$ cat src/rtl/tfq_ram.sv
// generic simple dual-port ram, one write port, one registered read port
module tfq_ram #(
    parameter int WIDTH = 8,
    parameter int DEPTH = 16,
    parameter int AW    = (DEPTH > 1) ? $clog2(DEPTH) : 1
) (
    input  logic             clk,
    input  logic             we,
    input  logic [AW-1:0]    waddr,
    input  logic [WIDTH-1:0] wdata,
    input  logic             re,
    input  logic [AW-1:0]    raddr,
    output logic [WIDTH-1:0] rdata
);

    logic [WIDTH-1:0] mem [DEPTH];
    logic [WIDTH-1:0] rdata_reg;

    always_ff @(posedge clk)
    begin
        if (we)
        begin
            mem[waddr] <= wdata;
        end
    end

    always_ff @(posedge clk)
    begin
        if (re)
        begin
            rdata_reg <= mem[raddr];
        end
    end

    assign rdata = rdata_reg;

endmodule
$ cat config.mk
export PLATFORM = sky130hd
export DESIGN_NAME = tfq_ram
export DESIGN_NICKNAME = d
export VERILOG_FILES = /design/src/rtl/tfq_ram.sv
export SDC_FILE = /design/constraint.sdc
export NUM_CORES = 1
export LEC_CHECK = 0
export BUFFER_PORTS_ARGS = -buffer_cell sky130_fd_sc_hd__buf_2
export CORE_MARGIN = 1
export CORE_UTILIZATION = 39
export DETAILED_ROUTE_END_ITERATION = 16
export MAX_ROUTING_LAYER = met4
export PLACE_DENSITY = 0.64
export SKIP_CTS_REPAIR_TIMING = 1
export SYNTH_ARGS = -nofsm -noshare
export SYNTH_HDL_FRONTEND = slang
export SYNTH_SLANG_ARGS = --single-unit
$ cat constraint.sdc
create_clock -name clk -period 2.2 [get_ports clk]
set_input_delay 0.11 -clock clk [delete_from_list [all_inputs] [get_ports clk]]
set_output_delay 0.11 -clock clk [all_outputs]
set_load 0.02 [all_outputs]
; After elaboration in Yosys (flattened, before gate mapping)
; Memory sizes are Yosys's and may differ from the RTL's. A register that Yosys moved wholly into a read port is not among the register bits.
; Index checks and enable logic that the tools add are counted.
[word_totals]
mem_count = 1
reg_bits = 0
elab_cells = 3
out_inout_bits = 8
latchBits = 0
mem_bits_rw = 128
rom_bits = 0
[classes]
n_mux = 2
bitwise = 0
n_div = 0
shift = 0
eq_ne = 0
n_reduce_logical = 0
order_cmp = 0
mul = 0
addsub = 0
[memory_table]
columns = memory, depth, word_bits, rd, rd_clocked_by_memory_dff, write_ports, line
row1 = mem, 16, 8, 1, 1, 1, 16  ; logic [WIDTH-1:0] mem [DEPTH];
[op_table]
columns = cell, count
row1 = 1-bit two-way mux, 2

; Depth between registers and ports, before layout
[depth]
ltp_word = 2
mapped_depth = 5
mapped_depth_nobuf = 3

; Worst setup path before layout
; OpenSTA, ideal clock, no wires.
[synth_timing]
path_kind = input to register
start = input waddr[2]
end = memory mem[0][0] (enable)
n_path_buf = 0
cell_stages = 2
required_ns = 1.817
setup_time_ns = 0.383
setup_slack_ns = 0.597
t_arrival_ns = 1.220
path_cell_list = or3b_2 nor3_1
[synth_lines]
columns = element, line
row1 = start: declaration, 9  ; input logic [AW-1:0] waddr,
row2 = end: declaration, 16
; No word-level cell before the write port.

==> impl_metrics.py <==
metrics = {
    "cells_and_area": {
        "fin_cells": 469,
        "nNetsFinal": 302,
        "layout-drive-gt1-share": 0.3041,
        "syn_to_final_growth_pct": 19.36,
        "largest_register_ffs": 128,
        "final_cell_mix": "edfxtp_1 (136), buf_2 (26), mux4_2 (18)",
        "layout_commonest_cell": "edfxtp_1",
        "final_util": 0.4865,
    },
    "worst_setup_path": {
        "path_cells": "mux4_2, a22oi_1, nand2_1",
        "critPathLaunch": "mem[2][4]",
        "r2r_start": "mem[2][4]",
        "crit_required_ns": 2.35,
        "cp-end-kind": "register",
        "worstSetupStartpointType": "register",
        "crit_fanout": 1,
        "cp.arrival_ns": 1.66,
        "critical_path_class": "register to register",
        "slowest_stage": "mux4_2",
        "slowest_delay_ns": 0.47,
    },
    "yosys": {
        "synthDistinctLibCells": 18,
        "synth.top_cell.area_share": 0.7812,
        "syn_inst": 229,
        "ys_warn_count": 0,
        "synth_seq_cells": 136,
        "synthTopCellsByArea": "edfxtp_1 (78%), mux4_2 (7.8%), mux4_1 (7.0%)",
        "ys_seq_area_frac": 0.7812,
        "postSynthNetCount": 248,
        "syn_area_sq_um": 5228,
        "syn_area_per_cell_sq_um": 22.83,
        "synth_top_area_cell": "edfxtp_1",
    },
    "drt": {
        "wl_per_cell_microns": 21.53,
        "firstDrtPassIters": 4,
        "num_vias": 2493,
        "viasPerCell": 5.316,
        "postRouteAntennaNets": 0,
        "drc_errors": 0,
        "totalWireLength_microns": 10100,
        "first_iter_violations": 266,
    },
    "timing": {
        "slew-limit-headroom": 0.5189,
        "fin_crit_sh": 0.6845,
        "rsz0062_at_grt": "no",
        "min_period_ns": 1.506,
        "tns_ns": 0,
        "finalHoldViolCount": 0,
        "fin_skew_ns": 0.005352,
        "maxSlewViolCount": 0,
        "fmax_mhz": 664.1,
        "tightest_slew_ns": 0.7190,
        "setup_violations": 0,
    },
    "grt": {
        "grt_pass1_vias": 2608,
        "grt_overflow": 0,
        "grt_start_max_net_pins": 21,
        "track_usage": 0.1670,
        "grt_antenna_before_repair": 1,
        "grt_first_pass_wirelength_microns": 15640,
    },
    "clocking": {
        "cts_tree": "done",
        "clk_pin_slew_ns": 0.05,
        "cts_buffer_depth": 2,
        "clk_latency_ns": 0.41,
        "cts-root-buf": "clkbuf_16",
        "htree_levels": 4,
        "cts_made_buffers": 17,
        "cts_sinks": 136,
    },
    "place": {
        "dpl.hpwl_microns": 6567,
        "gp_congestion": 0.7078,
        "dp.cells": 436,
        "port_buffers": 26,
    },
    "floorplan": {
        "die_h_microns": 117.8,
        "initial_core_util": 0.4076,
        "die_area_sq_um": 13870,
        "ios": 27,
        "die_w_microns": 117.8,
        "coreArea_sq_um": 12820,
        "rows": 41,
    },
    "status": {
        "outcome": "finished, final reports clean",
    },
    "worst_hold_path": {
        "min_from": "re",
        "worst_hold_path_type": "input pin to register",
    },
    "power": {
        "pwr_density_cell_nw_per_um2": 951.6,
        "vdd_drop_max_v": 0.0005937,
        "p_leak_nw": 2.103,
    },
    "flow_run": {
        "maxCapViolCount": 0,
    },
}
-- path summary, 6_finish.rpt --
kind | end | slack (ns) | cells past startpoint
worst max-delay path | rdata[4] | 0.69 | 3
worst min-delay path | rdata[6] | 0.07 | 1
worst max register to register | rdata[4] | 0.69 | 3
worst min register to register | rdata[1] | 0.75 | 3
-- synth_stat cells, drive strengths merged --
library cell   count
a22oi             16
and2               1
and2b              1
buf                7
clkdlybuf4s25      3
edfxtp           136
mux4              32
nand2              9
nand2b             2
nand3              1
nand3b             2
nor2              13
nor2b              1
nor3               4
or3b               1
-- per-layer routing --
layer / vias to the layer above / track usage / share of wire
met4: 0 / 0.08173 / 0.022
met2: 72 / 0.2537 / 0.49
met5: - / - / 0
li1: 1091 / - / -
met3: 14 / 0.04845 / 0.053
met1: 1316 / 0.2054 / 0.43
-- kinds of logic after synthesis --
kind of cell	share of synthesized area
mux	0.1479
simple gates	0.03136
buf+inv	0.01651
compound gates	0.02298
flops	0.7812
-- where the power goes --
| part | leakage [nW] | switching, mW | internal [mW] |
|---|---|---|---|
| logic | 0.588 | 0.166 | 0.117 |
| clock network | 0.279 | 0.958 | 1.76 |
| registers | 1.24 | 0.0157 | 2.92 |
| total | 2.10 | 1.14 | 4.80 |
-- through the flow --
| step | hold slack [ns] | power [mW] | area [sq um] | setup WS [ns] |
|---|---|---|---|---|
| after floorplan | 0.2089 | 3.148 | 5228 | 0.5971 |
| after global placement | 0.5014 | 3.272 | 5667 | 0.4931 |
| after detailed placement | 0.4941 | 3.278 | 5667 | 0.4582 |
| after CTS | 0.06027 | 5.983 | 6237 | 0.6657 |
| after global routing | 0.06317 | 6.123 | 6240 | 0.6310 |
| final | 0.06658 | 5.938 | 6240 | 0.6942 |
-- final cells by class --
class                      count  area [sq um]
clock buffer                  21         440.4
clock inverter                11         130.1
antenna                        1         2.502
multi-input combinational     83          1057
timing repair buffer          45         310.3
sequential                   136          4084
tap                          172         215.2
fill                        1072          6585
-- worst max-delay path: cells and delay by family, from the launching register on --
family	cells	cell delay, ns
AOI/OAI and AO/OA	1	0.30
and+or+nand+nor	1	0.10
muxes	1	0.47
DFF	1	0.38
No activity file was read; power rests on OpenSTA's default activity.
